==> src/design/h264fu_pkg.sv <==
// Shared types and constants for the H.264 FU-A packetizer.
package h264fu_pkg;

   localparam int BYTE_W     = 8;
   localparam int ULEN_W     = 16;
   localparam int MAXP_W     = 11;
   localparam int STEP_W     = 12;
   localparam int SC_BYTES   = 4;
   localparam int HDR_POS    = 4;
   localparam int PRE_BYTES  = 5;
   localparam int FRAG_HDR_N = 6;
   localparam int IDX_W      = 3;

   localparam logic [MAXP_W-1:0] MAXP_RESET = 11'd1000;

   localparam logic [BYTE_W-1:0] NRI_MASK  = 8'h60;
   localparam logic [BYTE_W-1:0] FU_A_TYPE = 8'h1C;
   localparam logic [BYTE_W-1:0] TYPE_MASK = 8'h1F;
   localparam logic [BYTE_W-1:0] S_BIT     = 8'h80;
   localparam logic [BYTE_W-1:0] E_BIT     = 8'h40;

   localparam logic [STEP_W-1:0] STEP_SINGLE = 12'd3600;
   localparam logic [STEP_W-1:0] STEP_FRAG   = 12'd1800;

   typedef struct packed {
      logic [SC_BYTES-1:0][BYTE_W-1:0] start_code;
      logic [BYTE_W-1:0]               fu_ind;
      logic [BYTE_W-1:0]               fu_hdr;
      logic [BYTE_W-1:0]               data;
      logic                            with_hdr;
      logic                            eop;
      logic                            marker;
   } run_type;

endpackage

==> src/design/h264fu_if.sv <==
// Valid/ready channel interfaces for input bytes, output bytes and configuration.
interface h264fu_req_if;
   import h264fu_pkg::*;
   logic              valid;
   logic              ready;
   logic [BYTE_W-1:0] data_byte;
   logic [ULEN_W-1:0] unit_length;
   modport source (output valid, output data_byte, output unit_length, input ready);
   modport sink   (input valid, input data_byte, input unit_length, output ready);
endinterface

interface h264fu_rsp_if;
   import h264fu_pkg::*;
   logic              valid;
   logic              ready;
   logic [BYTE_W-1:0] out_byte;
   logic              end_of_packet;
   logic              last_of_run;
   logic              marker;
   logic [STEP_W-1:0] timestamp_step;
   modport source (output valid, output out_byte, output end_of_packet,
                   output last_of_run, output marker, output timestamp_step,
                   input ready);
   modport sink   (input valid, input out_byte, input end_of_packet,
                   input last_of_run, input marker, input timestamp_step,
                   output ready);
endinterface

interface h264fu_csr_if;
   import h264fu_pkg::*;
   logic              valid;
   logic              ready;
   logic [MAXP_W-1:0] data;
   modport source (output valid, output data, input ready);
   modport sink   (input valid, input data, output ready);
endinterface

==> src/design/h264fu_ctl.sv <==
// Unit tracking state, max_payload register and per-byte run builder.
module h264fu_ctl #(
   parameter int MAX_UNIT_BYTES = 65535
) (
   input  logic                  clock,
   input  logic                  reset,
   h264fu_req_if.sink            req,
   h264fu_csr_if.sink            csr,
   input  logic                  take_ok,
   output logic                  load,
   output h264fu_pkg::run_type   run
);
   import h264fu_pkg::*;

   localparam int LenRaw = $clog2(MAX_UNIT_BYTES + 1);
   localparam int LenW   = (LenRaw < ULEN_W) ? LenRaw : ULEN_W;

   logic [MAXP_W-1:0]               max_payload_ff;
   logic [LenW-1:0]                 unit_len_ff, unit_len_in;
   logic [LenW-1:0]                 byte_pos_ff, byte_pos_in;
   logic [LenW-1:0]                 payload_left_ff, payload_left_in;
   logic [MAXP_W-1:0]               frag_fill_ff, frag_fill_in;
   logic                            first_frag_ff, first_frag_in;
   logic [SC_BYTES-1:0][BYTE_W-1:0] start_code_ff, start_code_in;
   logic [BYTE_W-1:0]               nal_header_ff, nal_header_in;

   logic              accept;
   logic              first;
   logic [LenW-1:0]   len_sat;
   logic [LenW-1:0]   len_eff;
   logic [LenW-1:0]   pl_cur;
   logic [LenW:0]     pos_inc;
   logic [MAXP_W-1:0] maxp;
   logic [MAXP_W-1:0] ff_cur;
   logic [MAXP_W-1:0] ff_next;
   logic              ffirst_cur;
   logic              single;
   logic              last_frag;
   logic              frag_eop;
   logic [BYTE_W-1:0] hdr_flags;

   assign accept    = req.valid && req.ready;
   assign req.ready = take_ok;
   assign csr.ready = 1'b1;

   always_comb begin
      first = (byte_pos_ff == '0);
      maxp  = (max_payload_ff == '0) ? MAXP_W'(1) : max_payload_ff;

      if (req.unit_length == '0) begin
         len_sat = LenW'(1);
      end else if (32'(req.unit_length) > 32'(MAX_UNIT_BYTES)) begin
         len_sat = LenW'(MAX_UNIT_BYTES);
      end else begin
         len_sat = LenW'(req.unit_length);
      end

      len_eff    = first ? len_sat : unit_len_ff;
      ff_cur     = first ? '0 : frag_fill_ff;
      ffirst_cur = first ? 1'b1 : first_frag_ff;
      if (first) begin
         pl_cur = (len_sat > LenW'(PRE_BYTES)) ? len_sat - LenW'(PRE_BYTES) : '0;
      end else begin
         pl_cur = payload_left_ff;
      end

      pos_inc   = {1'b0, byte_pos_ff} + (LenW+1)'(1);
      single    = ULEN_W'(len_eff) <= ULEN_W'(maxp);
      last_frag = ULEN_W'(pl_cur) <= ULEN_W'(maxp);
      ff_next   = ff_cur + MAXP_W'(1);
      payload_left_in = (pl_cur != '0) ? pl_cur - LenW'(1) : '0;
      frag_eop  = (ff_next >= maxp) || (payload_left_in == '0);

      if (ffirst_cur) begin
         hdr_flags = S_BIT;
      end else if (last_frag) begin
         hdr_flags = E_BIT;
      end else begin
         hdr_flags = '0;
      end

      unit_len_in   = len_eff;
      byte_pos_in   = (pos_inc >= {1'b0, len_eff}) ? '0 : pos_inc[LenW-1:0];
      frag_fill_in  = ff_cur;
      first_frag_in = ffirst_cur;
      start_code_in = start_code_ff;
      nal_header_in = nal_header_ff;

      run.start_code = start_code_ff;
      run.fu_ind     = (nal_header_ff & NRI_MASK) | FU_A_TYPE;
      run.fu_hdr     = (nal_header_ff & TYPE_MASK) | hdr_flags;
      run.data       = req.data_byte;
      run.with_hdr   = 1'b0;
      run.eop        = 1'b0;
      run.marker     = 1'b0;
      load           = 1'b0;

      if (single) begin
         payload_left_in = pl_cur;
         run.eop         = (pos_inc >= {1'b0, len_eff});
         run.marker      = 1'b1;
         load            = accept;
      end else if (byte_pos_ff < LenW'(HDR_POS)) begin
         payload_left_in = pl_cur;
         start_code_in[byte_pos_ff[1:0]] = req.data_byte;
      end else if (byte_pos_ff == LenW'(HDR_POS)) begin
         payload_left_in = pl_cur;
         nal_header_in   = req.data_byte;
      end else begin
         run.with_hdr = (ff_cur == '0);
         run.eop      = frag_eop;
         frag_fill_in = frag_eop ? '0 : ff_next;
         if (ff_cur == '0) begin
            first_frag_in = 1'b0;
         end
         load = accept;
      end
   end

   always_ff @(posedge clock) begin
      if (reset) begin
         max_payload_ff  <= MAXP_RESET;
         unit_len_ff     <= '0;
         byte_pos_ff     <= '0;
         payload_left_ff <= '0;
         frag_fill_ff    <= '0;
         first_frag_ff   <= 1'b1;
      end else begin
         if (csr.valid && csr.ready) begin
            max_payload_ff <= csr.data;
         end
         if (accept) begin
            unit_len_ff     <= unit_len_in;
            byte_pos_ff     <= byte_pos_in;
            payload_left_ff <= payload_left_in;
            frag_fill_ff    <= frag_fill_in;
            first_frag_ff   <= first_frag_in;
         end
      end
   end

   always_ff @(posedge clock) begin
      if (accept) begin
         start_code_ff <= start_code_in;
         nal_header_ff <= nal_header_in;
      end
   end

endmodule

==> src/design/h264fu_emit.sv <==
// Result register and byte sequencer for one run of output transactions.
module h264fu_emit (
   input  logic                clock,
   input  logic                reset,
   input  logic                load,
   input  h264fu_pkg::run_type run,
   output logic                take_ok,
   h264fu_rsp_if.source        rsp
);
   import h264fu_pkg::*;

   run_type          run_ff;
   logic             busy_ff;
   logic [IDX_W-1:0] idx_ff;
   logic             take;
   logic             at_last;
   logic             on_hdr;

   assign take    = rsp.valid && rsp.ready;
   assign at_last = !run_ff.with_hdr || (idx_ff == IDX_W'(FRAG_HDR_N));
   assign take_ok = !busy_ff || (take && at_last);
   assign on_hdr  = run_ff.with_hdr && (idx_ff < IDX_W'(FRAG_HDR_N));

   always_comb begin
      rsp.valid          = busy_ff;
      rsp.out_byte       = run_ff.data;
      rsp.end_of_packet  = run_ff.eop;
      rsp.last_of_run    = 1'b1;
      rsp.marker         = run_ff.marker;
      rsp.timestamp_step = run_ff.marker ? STEP_SINGLE : STEP_FRAG;
      if (on_hdr) begin
         rsp.end_of_packet = 1'b0;
         rsp.last_of_run   = 1'b0;
         case (idx_ff)
            IDX_W'(SC_BYTES):     rsp.out_byte = run_ff.fu_ind;
            IDX_W'(SC_BYTES + 1): rsp.out_byte = run_ff.fu_hdr;
            default:              rsp.out_byte = run_ff.start_code[idx_ff[1:0]];
         endcase
      end
   end

   always_ff @(posedge clock) begin
      if (reset) begin
         busy_ff <= 1'b0;
         idx_ff  <= '0;
      end else if (load) begin
         busy_ff <= 1'b1;
         idx_ff  <= '0;
      end else if (take) begin
         if (at_last) begin
            busy_ff <= 1'b0;
         end else begin
            idx_ff <= idx_ff + IDX_W'(1);
         end
      end
   end

   always_ff @(posedge clock) begin
      if (load) begin
         run_ff <= run;
      end
   end

endmodule

==> src/design/h264_fu_a_packetizer_unit.sv <==
// Top level of the H.264 FU-A packetizer: byte in, RTP payload bytes out.
//
//   channel  dir  payload                                           transaction
//   req      in   data_byte, unit_length                            one NAL byte
//   rsp      out  out_byte, end_of_packet, last_of_run, marker,     one packet byte
//                 timestamp_step
//   csr      in   data (max_payload)                                register write
//
// A byte that yields one output is taken every cycle while rsp is ready.
// A byte that opens a fragment yields seven outputs and holds req until the last of them is taken.
// Start code and NAL header bytes of a fragmented unit yield none.
// req stays ready while the last output of the current run is being taken.
// reset is synchronous; max_payload returns to 1000 and the unit state clears.
module h264_fu_a_packetizer_unit #(
   parameter int MAX_UNIT_BYTES = 65535
) (
   input  logic          clock,
   input  logic          reset,
   h264fu_req_if.sink    req,
   h264fu_rsp_if.source  rsp,
   h264fu_csr_if.sink    csr
);
   import h264fu_pkg::*;

   logic    take_ok;
   logic    load;
   run_type run;

   h264fu_ctl #(
      .MAX_UNIT_BYTES(MAX_UNIT_BYTES)
   ) u_ctl (
      .clock   (clock),
      .reset   (reset),
      .req     (req),
      .csr     (csr),
      .take_ok (take_ok),
      .load    (load),
      .run     (run)
   );

   h264fu_emit u_emit (
      .clock   (clock),
      .reset   (reset),
      .load    (load),
      .run     (run),
      .take_ok (take_ok),
      .rsp     (rsp)
   );

endmodule
==> src/flat_wrapper.sv <==
// flat-port wrapper written by rule: the top's interface ports become plain ports
module h264_fu_a_packetizer_unit_flat import h264fu_pkg::*;
#(
   parameter int MAX_UNIT_BYTES = 65535
)
  (clock, reset, req_valid, req_data_byte, req_unit_length, req_ready, rsp_valid, rsp_out_byte, rsp_end_of_packet, rsp_last_of_run, rsp_marker, rsp_timestamp_step, rsp_ready, csr_valid, csr_data, csr_ready);
  h264fu_req_if req_i ();
  h264fu_rsp_if rsp_i ();
  h264fu_csr_if csr_i ();
  input  logic clock;
  input  logic reset;
  input wire logic [$bits(req_i.valid)-1:0] req_valid;
  input wire logic [$bits(req_i.data_byte)-1:0] req_data_byte;
  input wire logic [$bits(req_i.unit_length)-1:0] req_unit_length;
  output wire logic [$bits(req_i.ready)-1:0] req_ready;
  output wire logic [$bits(rsp_i.valid)-1:0] rsp_valid;
  output wire logic [$bits(rsp_i.out_byte)-1:0] rsp_out_byte;
  output wire logic [$bits(rsp_i.end_of_packet)-1:0] rsp_end_of_packet;
  output wire logic [$bits(rsp_i.last_of_run)-1:0] rsp_last_of_run;
  output wire logic [$bits(rsp_i.marker)-1:0] rsp_marker;
  output wire logic [$bits(rsp_i.timestamp_step)-1:0] rsp_timestamp_step;
  input wire logic [$bits(rsp_i.ready)-1:0] rsp_ready;
  input wire logic [$bits(csr_i.valid)-1:0] csr_valid;
  input wire logic [$bits(csr_i.data)-1:0] csr_data;
  output wire logic [$bits(csr_i.ready)-1:0] csr_ready;
  assign req_i.valid = req_valid;
  assign req_i.data_byte = req_data_byte;
  assign req_i.unit_length = req_unit_length;
  assign req_ready = req_i.ready;
  assign rsp_valid = rsp_i.valid;
  assign rsp_out_byte = rsp_i.out_byte;
  assign rsp_end_of_packet = rsp_i.end_of_packet;
  assign rsp_last_of_run = rsp_i.last_of_run;
  assign rsp_marker = rsp_i.marker;
  assign rsp_timestamp_step = rsp_i.timestamp_step;
  assign rsp_i.ready = rsp_ready;
  assign csr_i.valid = csr_valid;
  assign csr_i.data = csr_data;
  assign csr_ready = csr_i.ready;
  h264_fu_a_packetizer_unit #(.MAX_UNIT_BYTES(MAX_UNIT_BYTES)) u_core (.clock(clock), .reset(reset), .req(req_i), .rsp(rsp_i), .csr(csr_i));
endmodule
==> config.mk <==
export PLATFORM = sky130hd
export DESIGN_NAME = h264_fu_a_packetizer_unit_flat
export DESIGN_NICKNAME = d
export VERILOG_FILES = /design/src/design/h264fu_pkg.sv /design/src/design/h264fu_if.sv /design/src/design/h264fu_ctl.sv /design/src/design/h264fu_emit.sv /design/src/design/h264_fu_a_packetizer_unit.sv /design/src/flat_wrapper.sv
export SDC_FILE = /design/constraint.sdc
export NUM_CORES = 1
export LEC_CHECK = 0
export CORE_ASPECT_RATIO = 0.5
export CORE_MARGIN = 4
export CORE_UTILIZATION = 58
export DETAILED_ROUTE_END_ITERATION = 8
export DONT_BUFFER_PORTS = 1
export PLACE_DENSITY = 0.71
export SLEW_MARGIN = 20
export SYNTH_ARGS = -nofsm -noshare
export SYNTH_HDL_FRONTEND = slang
export SYNTH_SLANG_ARGS = --single-unit
==> constraint.sdc <==
create_clock -name clock -period 10.68 [get_ports clock]
set_input_delay 0 -clock clock [delete_from_list [all_inputs] [get_ports clock]]
set_output_delay 0 -clock clock [all_outputs]
set_load 0.03 [all_outputs]
# ---- After elaboration in Yosys (flattened, before gate mapping)
# Cells that the tools add are included.
dict set report word_totals {
  inputBits 40
  register_bits 167
  out_inout_bits 26
}
dict set report op_classes {
  n_addsub 5
  eq_ne 4
  muxes 42
  bitwise_logic 4
  order_cmp 10
  n_reduce_logical 24
}
# cell count
set ops {}
lappend ops {{16-bit two-way mux} 9}
lappend ops {{11-bit two-way mux} 6}
lappend ops {{16-bit logical NOT} 3}
lappend ops {{32-bit bitwise mux} 1}
lappend ops {{16-bit by 11-bit less-or-equal comparator with 1-bit output} 2}
lappend ops {{8-bit two-way mux} 4}
lappend ops {{11-bit logical NOT} 2}
lappend ops {{16-bit by 1-bit adder with 17-bit output, second input constant} 1}
lappend ops {{17-bit by 16-bit >= comparator with 1-bit output} 1}
lappend ops {{1-bit two-way mux} 17}
lappend ops {{8-bit binary-select mux with 2-bit select} 1}
lappend ops {{8-bit demux with 2-bit select} 1}
lappend ops {{16-bit by 3-bit == test with 1-bit output, second input constant} 1}
lappend ops {{16-bit by 3-bit greater-than comparator with 1-bit output, second input constant} 1}
lappend ops {{16-bit by 3-bit less-than comparator with 1-bit output, second input constant} 1}
lappend ops {{8-bit one-hot mux with 2 select lines} 1}
lappend ops {{16-bit nonzero test} 1}
lappend ops {{16-bit by 1-bit subtractor with 16-bit output, second input constant} 1}
lappend ops {{16-bit by 3-bit subtractor with 16-bit output, second input constant} 1}
lappend ops {{12-bit two-way mux} 1}
lappend ops {{11-bit by 1-bit adder with 11-bit output, second input constant} 1}
lappend ops {{11-bit >= comparator} 1}
lappend ops {{3-bit == test, second input constant} 3}
lappend ops {{5-bit by 8-bit bitwise OR with 8-bit output} 1}
lappend ops {{15 further kinds} 27}

# ---- Longest topological paths before layout
dict set report logic_depth {
  depth_word 13
  depth_mapped 23
}

# ---- Modules after synthesis
# From an unflattened synthesis, not the netlist that was laid out.
dict set report unflattened {
  cells_unflattened 1052
  hier_area_um2 10354.9
}
# mod cells_per_inst instances area_per_inst_um2
set by_module_without_submodules {}
lappend by_module_without_submodules {h264fu_ctl 898 1 7810.0}
lappend by_module_without_submodules {h264fu_emit 154 1 2544.9}

# ---- Worst setup path before layout
# Ideal clock, no wire load.
dict set report synth_timing {
  path_type {reg-to-reg}
  start {register u_core.u_ctl.byte_pos_ff[0]}
  end {register u_core.u_emit.run_ff (netlist bit u_core.u_emit.rsp.marker), enable pin}
  required_ns 10.194
  t_arrival_ns 6.249
  path_slack_ns 3.945
  stages_incl_launch_ff 21
  setup_ns 0.486
  path_cell_list {dfxtp_1 inv_1 ha_1 nor4b_1 nand4_1 clkbuf_1 clkbuf_1 clkbuf_1 nor2_1 a21oi_1 inv_1 ha_1 nor2b_1 o21a_1 o21a_1 o21a_1 o21ai_0 a211oi_1 nor2_1 inv_1 a21oi_1}
}
dict set report synth_via {
  elab_chain_len 4
  elab_cells_between_ends 8
  classes_between {order compare: 2; eq/ne: 1; mux: 4; reduce/logical: 1}
}
# item line
set synth_lines {}
lappend synth_lines {{start, declared} h264fu_ctl.sv:20} ;# logic [LenW-1:0] byte_pos_ff, byte_pos_in;
lappend synth_lines {{start signal, assigned} h264fu_ctl.sv:134} ;# byte_pos_ff <= byte_pos_in;
lappend synth_lines {{16-bit logical NOT} h264fu_ctl.sv:47} ;# first = (byte_pos_ff == '0);
lappend synth_lines {{16-bit two-way mux} h264fu_ctl.sv:58} ;# len_eff = first ? len_sat : unit_len_ff;
lappend synth_lines {{named net u_core.u_ctl.len_eff[1]} h264fu_ctl.sv:30} ;# logic [LenW-1:0] len_eff;
lappend synth_lines {{16-bit by 11-bit less-or-equal comparator with 1-bit output} h264fu_ctl.sv:68} ;# single = ULEN_W'(len_eff) <= ULEN_W'(maxp);
lappend synth_lines {{1-bit two-way mux} h264fu_ctl.sv:98} ;# if (single) begin
lappend synth_lines {{named net u_core.load} h264_fu_a_packetizer_unit.sv:26} ;# logic load;
lappend synth_lines {{end signal, assigned} h264fu_emit.sv:60} ;# run_ff <= run;
lappend synth_lines {{end, declared} h264fu_emit.sv:12} ;# run_type run_ff;
# The timed path passes the listed nets, and every way through them passes these cells.
# A chain may end at the register's enable or synchronous reset.

# ---- Worst setup path after layout
dict set report layout_timing {
  start {register u_core.u_ctl.byte_pos_ff[12]}
  end {register u_core.u_ctl.byte_pos_ff[5]}
}
dict set report layout_via {
  elab_chain_len 4
  elab_cells_between_ends 5
  classes_between {add/sub: 1; order compare: 1; mux: 2; reduce/logical: 1}
}
# item line
set layout_lines {}
lappend layout_lines {{branches (longest 2 deep; another with 16-bit by 1-bit adder with 17-bit output)} --}
lappend layout_lines {{17-bit by 16-bit >= comparator with 1-bit output *} h264fu_ctl.sv:83} ;# byte_pos_in = (pos_inc >= {1'b0, len_eff}) ? '0 : pos_inc[LenW-1:0];
lappend layout_lines {{16-bit two-way mux *} h264fu_ctl.sv:83}
# Mark *: on every way between the ends.

==> impl_metrics.tcl <==
set metrics [dict create \
    status "completed" \
    grtUsageTotal 0.2701 \
    synth-edff-count 91 \
    hold_path.startpoint "req_unit_length[7]" \
    hpwl_um 17480 \
    ys_ff_latch 166 \
    synth_cell_types 74 \
    start_util 0.6072 \
    critPathKind "reg2reg" \
    fin_nets 1123 \
    use_met3 0.05803 \
    intPower_uw 1168 \
    hold_end "u_core.u_ctl.unit_len_ff[7]$_SDFFE_PP0P_" \
    drive_gt1_frac 0.06673 \
    cts_buffers 17 \
    drt_first_pass_iters 5 \
    grtUsageMet2 0.4251 \
    place_inst 1183 \
    cp_max_fo 18 \
    yosys.area_share.simple 0.1887 \
    synth-main-ff-cell "edfxtp_1" \
    grt_first_pass_wirelength_um 40070 \
    wl_um 24970 \
    io_pins 66 \
    post_dp_cell_area_mm2 0.009703 \
    slowest_stage "or3_1" \
    drtIter0Drc 668 \
    top_usage_layer "met2" \
    place_ws_ns 5.649 \
    rrSetupSlack_ns 5.11 \
    end_kind "flop" \
    insertedDiodeCount 0 \
    cts_hold_buf 40 \
    period_needed_ns 5.565 \
    clockBufferDepth 2 \
    rsz0062_at_grt "false" \
    via_per_inst 6.284 \
    whs_path_depth 2 \
    h-tree-depth 4 \
    fin_skew_ns 0.01216 \
    fp.coreArea_mm2 0.01582 \
    setup_violations 0 \
    area_delta_synth_final_pct 11.84 \
    synthCells 1004 \
    rr_endpoint "u_core.u_ctl.byte_pos_ff[5]$_SDFFE_PP0P_" \
    port_buffers 0 \
    syn_avg_cell_area_um2 9.565 \
    muxShareOfSynthArea 0.04287 \
    synth_compound_area_frac 0.1639 \
    ir_worst_vdd_uv 118.2 \
    worst_ep_required_time_ns 11.06 \
    clock_sinks 166 \
    hp-class "in2reg" \
    antenna_found_initial 0 \
    p_switching_uw 453.9 \
    use_met1 0.3749 \
    synth-xor-area-share 0.03648 \
    insertion_delay_ns 0.44 \
    yosys.area.top_type "edfxtp_1" \
    gp_congestion 0.9329 \
    share_seq_of_total_power 0.441 \
    clk_pin_slew_ns 0.07 \
    grt_pass1_vias 7542 \
    die-area_mm2 0.01880 \
    p_comb_frac 0.160 \
    dieHeight_um 98.99 \
    grt_overflow 0 \
    synth_warnings 0 \
    drc 0 \
    leakagePower_uw 0.004174 \
    crit_arrival_ns 5.94 \
    ctsResizeCount 0 \
    cts_tree "built" \
    syn-cell-area_mm2 0.009603 \
    fmax_mhz 179.7 \
    fin_util 0.6791 \
    wl_per_cell_um 19.90 \
    rows 32 \
    setup_tns_ns 0 \
    synthTopCellsByArea "edfxtp_1 (28%), dfxtp_1 (16%), ha_1 (8.1%)" \
    timing.final.crit_share 0.5211 \
    die_w_um 190.0 \
    path_cells "nor4_2 > nand4_1 > or3_1 > a21oi_1 > ha_1 > nor2b_1 > o21bai_1 > a21oi_1 > o31ai_1 > a21boi_0 > o21a_1 > o21ai_0 > nand3_1 > nor2_1 > nand3b_1 > a21oi_1 > dlygate4sd3_1" \
    start_kind "flop" \
    synth-seq-area-share 0.4409 \
    cts_setup_buffers 0 \
    postRouteAntennaNets 0 \
    hold_violations 0 \
    worst_pin_slew_ns 0.9915 \
    synth_top_cell_area_share 0.2846 \
    ff2ff_path_depth 17 \
    slew_headroom 0.3320 \
    maxCapViolations 0 \
    r2r-start "u_core.u_ctl.byte_pos_ff[12]$_SDFFE_PP0P_" \
    drv_slew 0 \
    synth-adder-area-share 0.08078 \
    slowest_delay_ns 0.73 \
    root_buffer "clkbuf_16" \
    clkPwrFrac 0.399 \
    synthArstFlopShare 0 \
    stdcell_area_mm2 0.01074 \
    p_sw_frac 0.2798 \
    final-instance-count-excl-fill 1255 \
    grt_max_degree 76 \
    crit_top_cell "a21oi_1" \
    setup_slack_ns 5.115 \
    p_per_area_mw_per_mm2 151.0 \
    vias 7887 \
    synth_top_family_by_area "simple AND/OR/NAND/NOR gates" \
]
-- cells in the mapped netlist, types with 5 or more instances --
| library cell | number |
|---|---|
| a211oi_1 | 32 |
| nand4_1 | 13 |
| inv_1 | 43 |
| and2_1 | 5 |
| o21ai_1 | 5 |
| a21o_1 | 10 |
| edfxtp_1 | 91 |
| mux2i_1 | 22 |
| nor3_1 | 32 |
| o31ai_1 | 8 |
| or4_1 | 7 |
| ha_1 | 62 |
| nand3b_1 | 11 |
| or3_1 | 10 |
| nand2_1 | 101 |
| nor2_1 | 103 |
| o211ai_1 | 9 |
| nand3_1 | 27 |
| xor2_1 | 22 |
| nor2b_1 | 8 |
| nand2b_1 | 6 |
| o21ai_0 | 54 |
| mux4_2 | 8 |
| and3_1 | 18 |
| a31oi_1 | 9 |
| buf_4 | 13 |
| o21a_1 | 18 |
| clkbuf_1 | 35 |
| nor4_1 | 10 |
| xnor2_1 | 18 |
| dfxtp_1 | 75 |
| a21oi_1 | 48 |
-- power by group through the flow --
stage / clock network [uW] / registers [uW] / logic, uW
after floorplan: 0 / 723 / 188
after global placement: 0 / 727 / 226
after detailed placement: 0 / 728 / 231
after CTS: 658 / 714 / 255
after global routing: 692 / 717 / 287
final: 648 / 715 / 259
-- worst max-delay path by stage --
stage,from,end,cells after the start
floorplan,u_core.u_ctl.byte_pos_ff[0]$_SDFFE_PP0P_,u_core.u_emit.rsp.marker$_DFFE_PP_,20
global placement,u_core.u_ctl.byte_pos_ff[12]$_SDFFE_PP0P_,u_core.u_ctl.run[37]$_DFFE_PP_,17
detailed placement,u_core.u_ctl.byte_pos_ff[12]$_SDFFE_PP0P_,u_core.u_ctl.run[37]$_DFFE_PP_,17
CTS,u_core.u_ctl.byte_pos_ff[12]$_SDFFE_PP0P_,u_core.u_ctl.byte_pos_ff[5]$_SDFFE_PP0P_,17
global route,u_core.u_ctl.byte_pos_ff[0]$_SDFFE_PP0P_,u_core.u_ctl.byte_pos_ff[5]$_SDFFE_PP0P_,19
finish,u_core.u_ctl.byte_pos_ff[12]$_SDFFE_PP0P_,u_core.u_ctl.byte_pos_ff[5]$_SDFFE_PP0P_,17
-- cells in the final DEF (no fill, tap or decap), types with 8 or more instances in the layout --
cell	n
nand2_1	101
edfxtp_1	91
nor4_1	10
ha_1	62
a31oi_1	9
o31ai_1	8
dfxtp_1	75
nor2_1	103
nor2b_1	8
xor2_1	22
conb_1	9
and3_1	18
inv_1	43
o21ai_0	54
or3_1	10
nand3b_1	11
mux2i_1	22
a211oi_1	32
mux4_2	8
clkbuf_16	17
nand3_1	27
nor3_1	31
o21a_1	18
a21o_1	10
nand4_1	13
o211ai_1	9
xnor2_1	18
dlygate4sd3_1	39
a21oi_1	47
-- registers in the layout (all words and copies together) (netlist names), 3 cells and up --
signal                        flops
u_core.u_emit.run_ff             51
u_core.u_ctl.run                 32
u_core.u_ctl.byte_pos_ff         16
u_core.u_ctl.payload_left_ff     16
u_core.u_ctl.unit_len_ff         16
u_core.u_ctl.frag_fill_ff        11
u_core.u_ctl.max_payload_ff      11
u_core.u_ctl.nal_header_ff        7
u_core.u_emit.idx_ff              3
-- through the flow --
| step | total power, uW | hold slack, ns |
|---|---|---|
| after global placement | 953.5 | 0.07466 |
| after detailed placement | 959.0 | 0.07971 |
| final | 1622 | 0.02683 |
| after floorplan | 910.5 | 0.09887 |
| after global routing | 1695 | 0.05276 |
| after CTS | 1628 | 0.005435 |
-- logic make-up (layout without fill, tap and decap cells) --
group | Yosys count | after routing
other | 2 | 9
multiplexers | 31 | 31
AO/OA/AOI/OAI | 234 | 234
AND/OR/NAND/NOR | 369 | 369
adder cells (fa/ha/maj) | 62 | 62
buffers and inverters | 100 | 123
flip-flops | 166 | 166
XOR/XNOR | 40 | 40
-- worst max-delay path, delay by kind of cell (launching register included) --
kind            cells  cell delay, ns
flops               1            0.38
fa+ha+maj           1            0.29
compound gates      8            1.41
simple gates        7            2.86
buf+inv             1            0.57
-- layer usage --
layer / share of wire / wire [um] / up-vias
li1: - / - / 3701
met1: 0.46 / 11460 / 3812
met2: 0.45 / 11220 / 324
met3: 0.070 / 1741 / 50
met4: 0.022 / 554 / 0
met5: 0 / 0 / -
-- final cells by class --
cell class	instances	area (um^2)
well taps	221	276.5
clock buffers	18	429.2
multi-input cells	745	4975
clock inverters	14	190.2
flip-flops and latches	166	4234
fillers	1243	5075
inverters	44	165.2
repair buffers	47	470.5
(Power assumes the default switching activity.)
